--- src/hdl/xxh32_pkg.sv ---
`timescale 1ns / 1ps
`default_nettype none

package xxh32_pkg;

   localparam logic [31:0] PRIME1 = 32'h9e37_79b1;
   localparam logic [31:0] PRIME2 = 32'h85eb_ca77;
   localparam logic [31:0] PRIME3 = 32'hc2b2_ae3d;
   localparam logic [31:0] PRIME4 = 32'h27d4_eb2f;
   localparam logic [31:0] PRIME5 = 32'h1656_67b1;

   // Lane start values of a message.
   localparam logic [31:0] LANE0_INIT = PRIME1 + PRIME2;
   localparam logic [31:0] LANE1_INIT = PRIME2;
   localparam logic [31:0] LANE2_INIT = 32'h0000_0000;
   localparam logic [31:0] LANE3_INIT = 32'h0000_0000 - PRIME1;

   localparam logic [3:0] FILL_LAST_SLOT = 4'd12;
   localparam logic [2:0] COUNT_FULL     = 3'd4;

   // First operand of the shared multiplier.
   typedef enum logic [1:0] {
      MA_BUF,
      MA_HASH,
      MA_BYTE
   } mul_a_type;

   // Constant operand of the shared multiplier.
   typedef enum logic [2:0] {
      MK_P1,
      MK_P2,
      MK_P3,
      MK_P4,
      MK_P5
   } mul_k_type;

   // Update of the working hash register.
   typedef enum logic [3:0] {
      H_HOLD,
      H_SEED,
      H_ADD_LANE,
      H_ADD_LEN,
      H_ABSORB,
      H_WORD,
      H_BYTE,
      H_PROD,
      H_SHR15,
      H_SHR13
   } hash_op_type;

   typedef struct packed {
      logic        load;
      logic        clear;
      logic [1:0]  idx;
      logic        mul_en;
      mul_a_type   mul_a;
      mul_k_type   mul_k;
      hash_op_type hash_op;
      logic        lane_we;
      logic        digest_load;
   } dp_cmd_type;

   typedef struct packed {
      logic       take;
      logic       full;
      logic       seen;
      logic [1:0] words;
      logic [1:0] bytes;
   } dp_status_type;

   function automatic logic [31:0] rotl32(input logic [31:0] v, input int unsigned r);
      return (v << r) | (v >> (32 - r));
   endfunction

endpackage

`default_nettype wire

--- src/hdl/xxh32_dpath.sv ---
`timescale 1ns / 1ps
`default_nettype none

module xxh32_dpath (
   input  logic                    clock,
   input  logic                    reset,
   input  logic [31:0]             in_word,
   input  logic [2:0]              in_count,
   input  logic                    in_last,
   input  xxh32_pkg::dp_cmd_type    cmd,
   output xxh32_pkg::dp_status_type status,
   output logic [31:0]             digest
);
   import xxh32_pkg::*;

   logic [31:0] lane_ff [4];
   logic [31:0] lane_in [4];
   logic [31:0] buf_ff  [4];
   logic [3:0]  fill_ff, fill_in;
   logic [31:0] len_ff, len_in;
   logic        seen_ff, seen_in;
   logic [31:0] hash_ff, hash_in;
   logic [31:0] prod_ff, prod_in;
   logic [31:0] digest_ff;

   logic [2:0]  count;
   logic [31:0] masked_word;
   logic        write_word;
   logic [31:0] mul_a_val, mul_k_val;
   logic [31:0] lane_sel, lane_rot;
   logic [31:0] word_sel;
   logic [7:0]  byte_sel;

   assign count      = (in_count > COUNT_FULL) ? COUNT_FULL : in_count;
   assign write_word = cmd.load && status.take && (count != 3'd0);

   always_comb begin
      unique case (count)
         3'd0:    masked_word = 32'h0000_0000;
         3'd1:    masked_word = {24'd0, in_word[7:0]};
         3'd2:    masked_word = {16'd0, in_word[15:0]};
         3'd3:    masked_word = {8'd0, in_word[23:0]};
         default: masked_word = in_word;
      endcase
   end

   assign status.take  = in_last || (count == COUNT_FULL);
   assign status.full  = (count == COUNT_FULL) && (fill_ff == FILL_LAST_SLOT);
   assign status.seen  = seen_ff;
   assign status.words = fill_ff[3:2];
   assign status.bytes = fill_ff[1:0];

   assign lane_sel = lane_ff[cmd.idx];
   assign word_sel = buf_ff[fill_ff[3:2]];
   assign byte_sel = word_sel[8 * cmd.idx +: 8];

   // Merge rotations are 1, 7, 12 and 18 for lanes zero to three.
   always_comb begin
      unique case (cmd.idx)
         2'd0:    lane_rot = rotl32(lane_sel, 1);
         2'd1:    lane_rot = rotl32(lane_sel, 7);
         2'd2:    lane_rot = rotl32(lane_sel, 12);
         default: lane_rot = rotl32(lane_sel, 18);
      endcase
   end

   always_comb begin
      unique case (cmd.mul_a)
         MA_BUF:  mul_a_val = buf_ff[cmd.idx];
         MA_HASH: mul_a_val = hash_ff;
         default: mul_a_val = {24'd0, byte_sel};
      endcase
      unique case (cmd.mul_k)
         MK_P1:   mul_k_val = PRIME1;
         MK_P2:   mul_k_val = PRIME2;
         MK_P3:   mul_k_val = PRIME3;
         MK_P4:   mul_k_val = PRIME4;
         default: mul_k_val = PRIME5;
      endcase
   end

   assign prod_in = mul_a_val * mul_k_val;

   always_comb begin
      unique case (cmd.hash_op)
         H_HOLD:     hash_in = hash_ff;
         H_SEED:     hash_in = seen_ff ? 32'h0000_0000 : PRIME5;
         H_ADD_LANE: hash_in = hash_ff + lane_rot;
         H_ADD_LEN:  hash_in = hash_ff + len_ff;
         H_ABSORB:   hash_in = rotl32(lane_sel + prod_ff, 13);
         H_WORD:     hash_in = rotl32(hash_ff + prod_ff, 17);
         H_BYTE:     hash_in = rotl32(hash_ff + prod_ff, 11);
         H_PROD:     hash_in = prod_ff;
         H_SHR15:    hash_in = hash_ff ^ (hash_ff >> 15);
         H_SHR13:    hash_in = prod_ff ^ (prod_ff >> 13);
         default:    hash_in = hash_ff;
      endcase
   end

   always_comb begin
      lane_in = lane_ff;
      fill_in = fill_ff;
      len_in  = len_ff;
      seen_in = seen_ff;
      if (cmd.clear) begin
         lane_in[0] = LANE0_INIT;
         lane_in[1] = LANE1_INIT;
         lane_in[2] = LANE2_INIT;
         lane_in[3] = LANE3_INIT;
         fill_in    = 4'd0;
         len_in     = 32'h0000_0000;
         seen_in    = 1'b0;
      end else begin
         if (cmd.lane_we) begin
            lane_in[cmd.idx] = prod_ff;
         end
         if (write_word) begin
            // A completed stripe wraps the fill back to zero.
            fill_in = fill_ff + {1'b0, count};
            len_in  = len_ff + {29'd0, count};
            if (status.full) begin
               seen_in = 1'b1;
            end
         end
      end
   end

   always_ff @(posedge clock) begin
      if (reset) begin
         lane_ff[0] <= LANE0_INIT;
         lane_ff[1] <= LANE1_INIT;
         lane_ff[2] <= LANE2_INIT;
         lane_ff[3] <= LANE3_INIT;
         fill_ff    <= 4'd0;
         len_ff     <= 32'h0000_0000;
         seen_ff    <= 1'b0;
      end else begin
         lane_ff <= lane_in;
         fill_ff <= fill_in;
         len_ff  <= len_in;
         seen_ff <= seen_in;
      end
   end

   always_ff @(posedge clock) begin
      if (write_word) begin
         buf_ff[fill_ff[3:2]] <= masked_word;
      end
      if (cmd.mul_en) begin
         prod_ff <= prod_in;
      end
      hash_ff <= hash_in;
      if (cmd.digest_load) begin
         digest_ff <= prod_ff ^ (prod_ff >> 16);
      end
   end

   assign digest = digest_ff;

endmodule

`default_nettype wire

--- src/hdl/xxh32_ctrl.sv ---
`timescale 1ns / 1ps
`default_nettype none

module xxh32_ctrl (
   input  logic                    clock,
   input  logic                    reset,
   input  logic                    req_tvalid,
   output logic                    req_tready,
   input  logic                    req_tlast,
   output logic                    rsp_tvalid,
   input  logic                    rsp_tready,
   input  xxh32_pkg::dp_status_type status,
   output xxh32_pkg::dp_cmd_type    cmd
);
   import xxh32_pkg::*;

   typedef enum logic [4:0] {
      S_IDLE,
      S_ABS_MUL1,
      S_ABS_ROT,
      S_ABS_MUL2,
      S_ABS_WR,
      S_FIN_SEED,
      S_MERGE,
      S_ADD_LEN,
      S_WORD_MUL1,
      S_WORD_ROT,
      S_WORD_MUL2,
      S_WORD_WR,
      S_BYTE_MUL1,
      S_BYTE_ROT,
      S_BYTE_MUL2,
      S_BYTE_WR,
      S_AV_SHR15,
      S_AV_MUL2,
      S_AV_SHR13,
      S_AV_MUL3,
      S_AV_OUT
   } state_type;

   state_type  state_ff;
   logic [1:0] idx_ff;
   logic       last_ff;
   logic       valid_ff;
   logic       out_free;

   assign req_tready = (state_ff == S_IDLE);
   assign rsp_tvalid = valid_ff;
   assign out_free   = !valid_ff || rsp_tready;

   always_comb begin
      cmd             = '0;
      cmd.idx         = idx_ff;
      cmd.mul_a       = MA_BUF;
      cmd.mul_k       = MK_P1;
      cmd.hash_op     = H_HOLD;
      unique case (state_ff)
         S_IDLE:      cmd.load = req_tvalid;
         S_ABS_MUL1: begin
            cmd.mul_en = 1'b1;
            cmd.mul_k  = MK_P2;
         end
         S_ABS_ROT:   cmd.hash_op = H_ABSORB;
         S_ABS_MUL2: begin
            cmd.mul_en = 1'b1;
            cmd.mul_a  = MA_HASH;
         end
         S_ABS_WR:    cmd.lane_we = 1'b1;
         S_FIN_SEED:  cmd.hash_op = H_SEED;
         S_MERGE:     cmd.hash_op = H_ADD_LANE;
         S_ADD_LEN:   cmd.hash_op = H_ADD_LEN;
         S_WORD_MUL1: begin
            cmd.mul_en = 1'b1;
            cmd.mul_k  = MK_P3;
         end
         S_WORD_ROT:  cmd.hash_op = H_WORD;
         S_WORD_MUL2: begin
            cmd.mul_en = 1'b1;
            cmd.mul_a  = MA_HASH;
            cmd.mul_k  = MK_P4;
         end
         S_WORD_WR:   cmd.hash_op = H_PROD;
         S_BYTE_MUL1: begin
            cmd.mul_en = 1'b1;
            cmd.mul_a  = MA_BYTE;
            cmd.mul_k  = MK_P5;
         end
         S_BYTE_ROT:  cmd.hash_op = H_BYTE;
         S_BYTE_MUL2: begin
            cmd.mul_en = 1'b1;
            cmd.mul_a  = MA_HASH;
         end
         S_BYTE_WR:   cmd.hash_op = H_PROD;
         S_AV_SHR15:  cmd.hash_op = H_SHR15;
         S_AV_MUL2: begin
            cmd.mul_en = 1'b1;
            cmd.mul_a  = MA_HASH;
            cmd.mul_k  = MK_P2;
         end
         S_AV_SHR13:  cmd.hash_op = H_SHR13;
         S_AV_MUL3: begin
            cmd.mul_en = 1'b1;
            cmd.mul_a  = MA_HASH;
            cmd.mul_k  = MK_P3;
         end
         S_AV_OUT: begin
            cmd.digest_load = out_free;
            cmd.clear       = out_free;
         end
         default:     cmd.hash_op = H_HOLD;
      endcase
   end

   always_ff @(posedge clock) begin
      if (reset) begin
         state_ff <= S_IDLE;
         idx_ff   <= 2'd0;
         last_ff  <= 1'b0;
         valid_ff <= 1'b0;
      end else begin
         // A new digest takes the output register as soon as it is free.
         if ((state_ff == S_AV_OUT) && out_free) begin
            valid_ff <= 1'b1;
         end else if (rsp_tready) begin
            valid_ff <= 1'b0;
         end
         unique case (state_ff)
            S_IDLE: begin
               idx_ff  <= 2'd0;
               last_ff <= req_tlast;
               if (req_tvalid && status.take) begin
                  if (status.full) begin
                     state_ff <= S_ABS_MUL1;
                  end else if (req_tlast) begin
                     state_ff <= S_FIN_SEED;
                  end
               end
            end
            S_ABS_MUL1: state_ff <= S_ABS_ROT;
            S_ABS_ROT:  state_ff <= S_ABS_MUL2;
            S_ABS_MUL2: state_ff <= S_ABS_WR;
            S_ABS_WR: begin
               idx_ff <= idx_ff + 2'd1;
               if (idx_ff != 2'd3) begin
                  state_ff <= S_ABS_MUL1;
               end else if (last_ff) begin
                  state_ff <= S_FIN_SEED;
               end else begin
                  state_ff <= S_IDLE;
               end
            end
            S_FIN_SEED: begin
               idx_ff   <= 2'd0;
               state_ff <= status.seen ? S_MERGE : S_ADD_LEN;
            end
            S_MERGE: begin
               idx_ff <= idx_ff + 2'd1;
               if (idx_ff == 2'd3) begin
                  state_ff <= S_ADD_LEN;
               end
            end
            S_ADD_LEN: begin
               idx_ff <= 2'd0;
               priority if (status.words != 2'd0) begin
                  state_ff <= S_WORD_MUL1;
               end else if (status.bytes != 2'd0) begin
                  state_ff <= S_BYTE_MUL1;
               end else begin
                  state_ff <= S_AV_SHR15;
               end
            end
            S_WORD_MUL1: state_ff <= S_WORD_ROT;
            S_WORD_ROT:  state_ff <= S_WORD_MUL2;
            S_WORD_MUL2: state_ff <= S_WORD_WR;
            S_WORD_WR: begin
               if (idx_ff != status.words - 2'd1) begin
                  idx_ff   <= idx_ff + 2'd1;
                  state_ff <= S_WORD_MUL1;
               end else begin
                  idx_ff   <= 2'd0;
                  state_ff <= (status.bytes != 2'd0) ? S_BYTE_MUL1 : S_AV_SHR15;
               end
            end
            S_BYTE_MUL1: state_ff <= S_BYTE_ROT;
            S_BYTE_ROT:  state_ff <= S_BYTE_MUL2;
            S_BYTE_MUL2: state_ff <= S_BYTE_WR;
            S_BYTE_WR: begin
               if (idx_ff != status.bytes - 2'd1) begin
                  idx_ff   <= idx_ff + 2'd1;
                  state_ff <= S_BYTE_MUL1;
               end else begin
                  state_ff <= S_AV_SHR15;
               end
            end
            S_AV_SHR15: state_ff <= S_AV_MUL2;
            S_AV_MUL2:  state_ff <= S_AV_SHR13;
            S_AV_SHR13: state_ff <= S_AV_MUL3;
            S_AV_MUL3:  state_ff <= S_AV_OUT;
            S_AV_OUT: begin
               if (out_free) begin
                  state_ff <= S_IDLE;
               end
            end
            default: state_ff <= S_IDLE;
         endcase
      end
   end

endmodule

`default_nettype wire

--- src/hdl/xxhash32_digest_core.sv ---
`timescale 1ns / 1ps
`default_nettype none

// Streaming xxHash32 (seed zero) engine. A message arrives as little-endian
// 32-bit beats on the req channel, each with a byte count; only the beat
// marked with tlast may carry fewer than four bytes, and a count of zero on
// that beat just closes the message. A short beat without tlast is dropped,
// and counts above four act as four. One digest beat leaves on the rsp
// channel per message, after which the engine is back at its start state.
// A full beat that does not complete a 16-byte stripe is stored, and the
// engine stays ready. The beat that completes a stripe holds off the
// input while the four lanes are absorbed one after another through the
// single shared 32x32 multiplier, four steps per lane. The last beat then
// starts a finish of seed, lane merge if any stripe was absorbed, length,
// leftover words, leftover bytes, avalanche, paced by that multiplier. The
// digest sits in an output register, so the next message can start while
// it waits to be taken; the finish only stalls if the previous digest is
// still unclaimed. No clearing pass is needed after reset.

module xxhash32_digest_core (
   input  logic        clock,
   input  logic        reset,
   input  logic        req_tvalid,
   output logic        req_tready,
   input  logic [39:0] req_tdata,   // [31:0] data_word, [34:32] byte_count, [39:35] zero
   input  logic        req_tlast,
   output logic        rsp_tvalid,
   input  logic        rsp_tready,
   output logic [31:0] rsp_tdata    // [31:0] digest
);
   import xxh32_pkg::*;

   dp_cmd_type    cmd;
   dp_status_type status;

   xxh32_ctrl u_ctrl (
      .clock      (clock),
      .reset      (reset),
      .req_tvalid (req_tvalid),
      .req_tready (req_tready),
      .req_tlast  (req_tlast),
      .rsp_tvalid (rsp_tvalid),
      .rsp_tready (rsp_tready),
      .status     (status),
      .cmd        (cmd)
   );

   xxh32_dpath u_dpath (
      .clock    (clock),
      .reset    (reset),
      .in_word  (req_tdata[31:0]),
      .in_count (req_tdata[34:32]),
      .in_last  (req_tlast),
      .cmd      (cmd),
      .status   (status),
      .digest   (rsp_tdata)
   );

endmodule

`default_nettype wire

--- config.mk ---
export PLATFORM = sky130hd
export DESIGN_NAME = xxhash32_digest_core
export DESIGN_NICKNAME = d
export VERILOG_FILES = /design/src/hdl/xxh32_pkg.sv /design/src/hdl/xxh32_dpath.sv /design/src/hdl/xxh32_ctrl.sv /design/src/hdl/xxhash32_digest_core.sv
export SDC_FILE = /design/constraint.sdc
export NUM_CORES = 2
export LEC_CHECK = 0
export ABC_AREA = 1
export BUFFER_PORTS_ARGS = -buffer_cell sky130_fd_sc_hd__buf_2
export CELL_PAD_IN_SITES_DETAIL_PLACEMENT = 1
export CELL_PAD_IN_SITES_GLOBAL_PLACEMENT = 1
export CORE_ASPECT_RATIO = 0.6
export CORE_UTILIZATION = 49
export CTS_CLUSTER_DIAMETER = 30
export DETAILED_ROUTE_END_ITERATION = 8
export GPL_TIMING_DRIVEN = 0
export HOLD_SLACK_MARGIN = 0.06
export PLACE_DENSITY = 0.87
export SETUP_SLACK_MARGIN = 0.1
export SLEW_MARGIN = 25
export SYNTH_ARGS = -nofsm -noshare
export SYNTH_HDL_FRONTEND = slang
export SYNTH_SLANG_ARGS = --single-unit
--- constraint.sdc ---
create_clock -name clock -period 8.61 [get_ports clock]
set_clock_uncertainty 0.15 [all_clocks]
set_input_delay 0.4305 -clock clock [delete_from_list [all_inputs] [get_ports clock]]
set_output_delay 0.4305 -clock clock [all_outputs]
set_load 0.01 [all_outputs]
==> reports/results.ini, run 1 <==
[yosys]
synth_top_area_frac = 0.1978
synth_xor_area_frac = 0.03089
synth_ff_type = edfxtp_1
async_flop_share = 0
synthAdderAreaFrac = 0.2727
synth_compound_area_frac = 0.1453
synthMuxAreaShare = 0
syn_inst = 5207
synth_top_cell_by_area = fa_1
netlist-cell-type-count = 69
synth_edf_count = 224
syn_avg_cell_area_um2 = 7.795
yosys_warnings = 0
synth_seq_cells = 402
synth_top_family_by_area = adder cells
synth_fp_nets = 5896
synth_area_um2 = 40590
synth_seq_area_share = 0.2535
synthTopCellsByArea = fa_1 (20%), edfxtp_1 (17%), dfxtp_1 (8.8%)
synthSimpleGateAreaFrac = 0.1877

[placed_design]
gp_congestion = 1.084
place_inst = 6371
portBuffers = 72
placed_cell_area_um2 = 42550
dpl.hpwl_um = 176000

[clock_tree]
cts-root-buf = clkbuf_16
clock-sinks = 402
cts_max_path_buffers = 3
htreeDepth = 3
cts-buffers-inserted = 74

[die]
die_w_um = 373.6
ioPinCount = 79
die_h_um = 224.9
initial_core_util = 0.4969
fp-row-count = 81

[status]
stop_stage = global routing
status = aborted with a tool error
stop_error = [ERROR GRT-0232] Routing congestion too high. Check the congestion heatmap in the GUI.

[global_routing]
overflow = 154
track_usage = 0.7173
antenna_found_initial = 38
grt_max_degree = 25

[sta]
worst_endpoint_kind = sequential cell input
grt_repair_worst_endpoint = u_dpath.prod_ff[31]$_DFFE_PP_/D

[layer usage]
| layer | overflow | global-route usage |
|---|---|---|
| met1 | 5 | 0.8098 |
| met2 | 57 | 0.8273 |
| met3 | 19 | 0.6010 |
| met4 | 69 | 0.5005 |
| met5 | 4 | 0.4042 |
[cell usage after synthesis, drive strengths merged, types with 3 or more instances]
cell / instances
clkbuf: 166
or2: 34
buf: 44
nand3: 254
xor2: 97
o21ai: 434
nand2: 986
edfxtp: 224
a211oi: 5
a21o: 13
dfxtp: 178
o21a: 10
o21bai: 8
nand4: 29
clkinv: 18
nor3b: 4
a21oi: 449
a21boi: 7
and2: 3
nor3: 37
nand3b: 19
xnor2: 44
a221oi: 6
o2111ai: 7
o221ai: 26
o22ai: 33
inv: 939
a22oi: 9
o211ai: 31
o31ai: 4
nor4: 12
a31oi: 20
fa: 401
ha: 243
nor2: 401
[what timing repair did]
action,in CTS
endpoints found under the hold margin,90
hold buffers,25
setup endpoints to repair,24
resized for setup,281
cloned,0
setup buffers,27
pin swaps,16
[cells by family after synthesis]
group	Yosys count
simple gates	1781
xor+xnor	141
fa+ha+maj	644
buf+inv	1167
flops	402
compound gates	1072
[through the flow]
stage | setup TNS [ps] | setup slack [ps] | hold slack, ps
2_1_floorplan | 0 | 804.4 | 274.4
3_3_place_gp | -480470 | -3636 | 284.0
3_5_place_dp | -44390 | -2705 | 292.5
4_1_cts | 0 | 100.0 | 60.11
==> inputs of run 2 (changes only) <==
- CELL_PAD_IN_SITES_DETAIL_PLACEMENT: 1 -> unset
- CELL_PAD_IN_SITES_GLOBAL_PLACEMENT: 1 -> unset
- CORE_ASPECT_RATIO: 0.6 -> unset
- CORE_UTILIZATION: 49 -> 40
- CTS_CLUSTER_DIAMETER: 30 -> unset
- HOLD_SLACK_MARGIN: 0.06 -> unset
- PLACE_DENSITY: 0.87 -> unset
- PLACE_DENSITY_LB_ADDON: unset -> 0.15
- SETUP_SLACK_MARGIN: 0.1 -> unset
==> run 2 against run 1 <==
  * The run now ends clean
  * Synthesized area stayed put
  * Synthesized cell count stayed put
==> reports/results.ini, run 2 <==
[critical_path]
start_kind = register
crit_fanout = 10
worst_setup_path_end_kind = register
worstPathRequired_ps = 8850
cp.arrival_ps = 8700
worstSetupPathType = reg -> reg
crit_path_max_incr_delay_ps = 540
cpMostUsedCell = fa_1
slowest_stage = fa_1

[final_layout]
final_nets = 6064
area_delta_synth_final_pct = 12.01
fin_util = 0.4533
diodes = 0
design_area_um2 = 45460
mostFrequentLayoutCells = nand2_1 (939), inv_1 (908), a21oi_1 (441)
final_common_cell = nand2_1
layoutNonFillerInstCount = 6769
drive_gt1_frac = 0.09294

[drt]
via_count = 37890
dr.pass1.iters = 6
wl_per_cell_um = 25.75
detail_route.iter0.violations = 4227
drtAntennaViolNets = 0
avgViaCountPerCell = 5.597
drt_drc_violations_left = 0
wl_um = 174300

[yosys]
synth_area_um2 = 40590  ; unchanged
synth_edf_count = 224  ; unchanged
synth_top_cell_by_area = fa_1
synth_fp_nets = 5896  ; unchanged
async_flop_share = 0  ; unchanged
synth_seq_area_share = 0.2535  ; unchanged
yosysMostFrequentCell = nand2_1
synth_ff_type = edfxtp_1
yosys_warnings = 0  ; unchanged
synth_top_area_frac = 0.1978  ; unchanged
netlist-cell-type-count = 69  ; unchanged
syn_inst = 5207  ; unchanged
synthTopCellsByArea = fa_1 (20%), edfxtp_1 (17%), dfxtp_1 (8.8%)
syn_avg_cell_area_um2 = 7.795  ; unchanged
synth_seq_cells = 402  ; unchanged
ys_top_cells_by_count = nand2_1 (949), inv_1 (918), a21oi_1 (449)

[die]
initial_core_util = 0.4047  ; -0.09218
dieArea_um2 = 102700
die_h_um = 320.5  ; +43%
fp-row-count = 116  ; +43%
die_w_um = 320.5  ; -14%
core_um2 = 100300
ioPinCount = 79  ; unchanged

[global_routing]
grt_pass1_vias = 36430
track_usage = 0.3376
grt_max_degree = 23
antenna_found_initial = 1
overflow = 0
grt_pass1_wl_um = 251400

[clock_tree]
clock_latency_ps = 630
htreeDepth = 2  ; -1
cts-root-buf = clkbuf_16
cts_max_path_buffers = 3  ; unchanged
cts_tree = yes
path_clk_slew_ps = 60
cts-buffers-inserted = 48  ; -35%
clock-sinks = 402  ; unchanged

[worst_hold_path]
hold_path_startpoint = req_tdata[8]
hold_path.class = in -> reg

[placed_design]
placed_cell_area_um2 = 42900  ; +0.82%
post-place-ws_ps = -1904  ; +801.3 ps
dpl.hpwl_um = 142400  ; -19%
gp_congestion = 1.030  ; -5.0%
portBuffers = 72  ; unchanged
place_inst = 6651  ; +4.4%

[sta]
slew_headroom = 0.3087
finalSetupViolCount = 0
min_period_ps = 8464
rsz0062_at_grt = yes
final_hold_viol_count = 0
finalMaxSlewViolations = 0
timing.final.crit_share = 0.9830
tightest_slew_ps = 1034
worst_slack_ps = 146.3
max_freq_mhz = 118.2

[run]
cap_violations = 0

[status]
status = finished, final reports clean

[run 2: cell counts after synthesis]
No cell type changed its count.
[run 2: kinds of logic after synthesis]
group,share of synthesized area
AOI/OAI and AO/OA,0.1453
buffers and inverters,0.1100
adders and majority gates,0.2727
DFF,0.2535
xor gates and xnor gates,0.03089
and+or+nand+nor,0.1877
[run 2: worst paths after layout]
kind                                to  slack, ps  cells after the start
setup / recovery   u_dpath.prod_ff[31]        150                     31
hold / removal    u_dpath.buf_ff[3][8]         30                      3
setup reg to reg   u_dpath.prod_ff[31]        150                     31
hold reg to reg    u_dpath.lane_ff[51]        300                      2
[run 2: per-layer routing]
layer  GRT usage  routed length [um]
met5           0                   7
met3     0.05493               15550
met1      0.4621               73410
met4      0.1475                9183
met2      0.5249               76140
[run 2: repair_timing]
item                       CTS  global route
hold buffers                 7             0
gates resized for setup    150           134
buffers inserted             4            21
setup endpoints to repair   21            11
hold endpoints to repair    23             0
cloned                       0             1
pin swaps                    3             8
[run 2: area by class of cell]
type / count / area, um2
clock buffers: 66 / 1329
flip-flops and latches: 402 / 10300
clock inverters: 21 / 282.8
plain buffers: 208 / 1084
fillers: 10330 / 54830
repair buffers: 120 / 820.8
well taps: 1357 / 1698
inverters: 957 / 3669
multi-input cells: 3638 / 26280
[run 2: worst max-delay path: cells and delay by family, from the launching register on]
kind                       cells  cell delay (ps)
AOI/OAI and AO/OA              6             1150
buffers and inverters          8             1090
DFF                            1              360
and+or+nand+nor                8             1070
adders and majority gates      9             4430
[run 2: stage by stage]
step           setup TNS [ps]  hold slack, ps
5_1_grt                -82.51           20.95
3_5_place_dp           -22270           292.1
2_1_floorplan               0           274.4
4_1_cts                     0          0.6389
6_report                    0           28.67
3_3_place_gp          -387200           285.5
Power of run 2 is left out: the tool's default activity adds up to more than one toggle a clock period on the data nets, which glitch-free logic cannot reach.
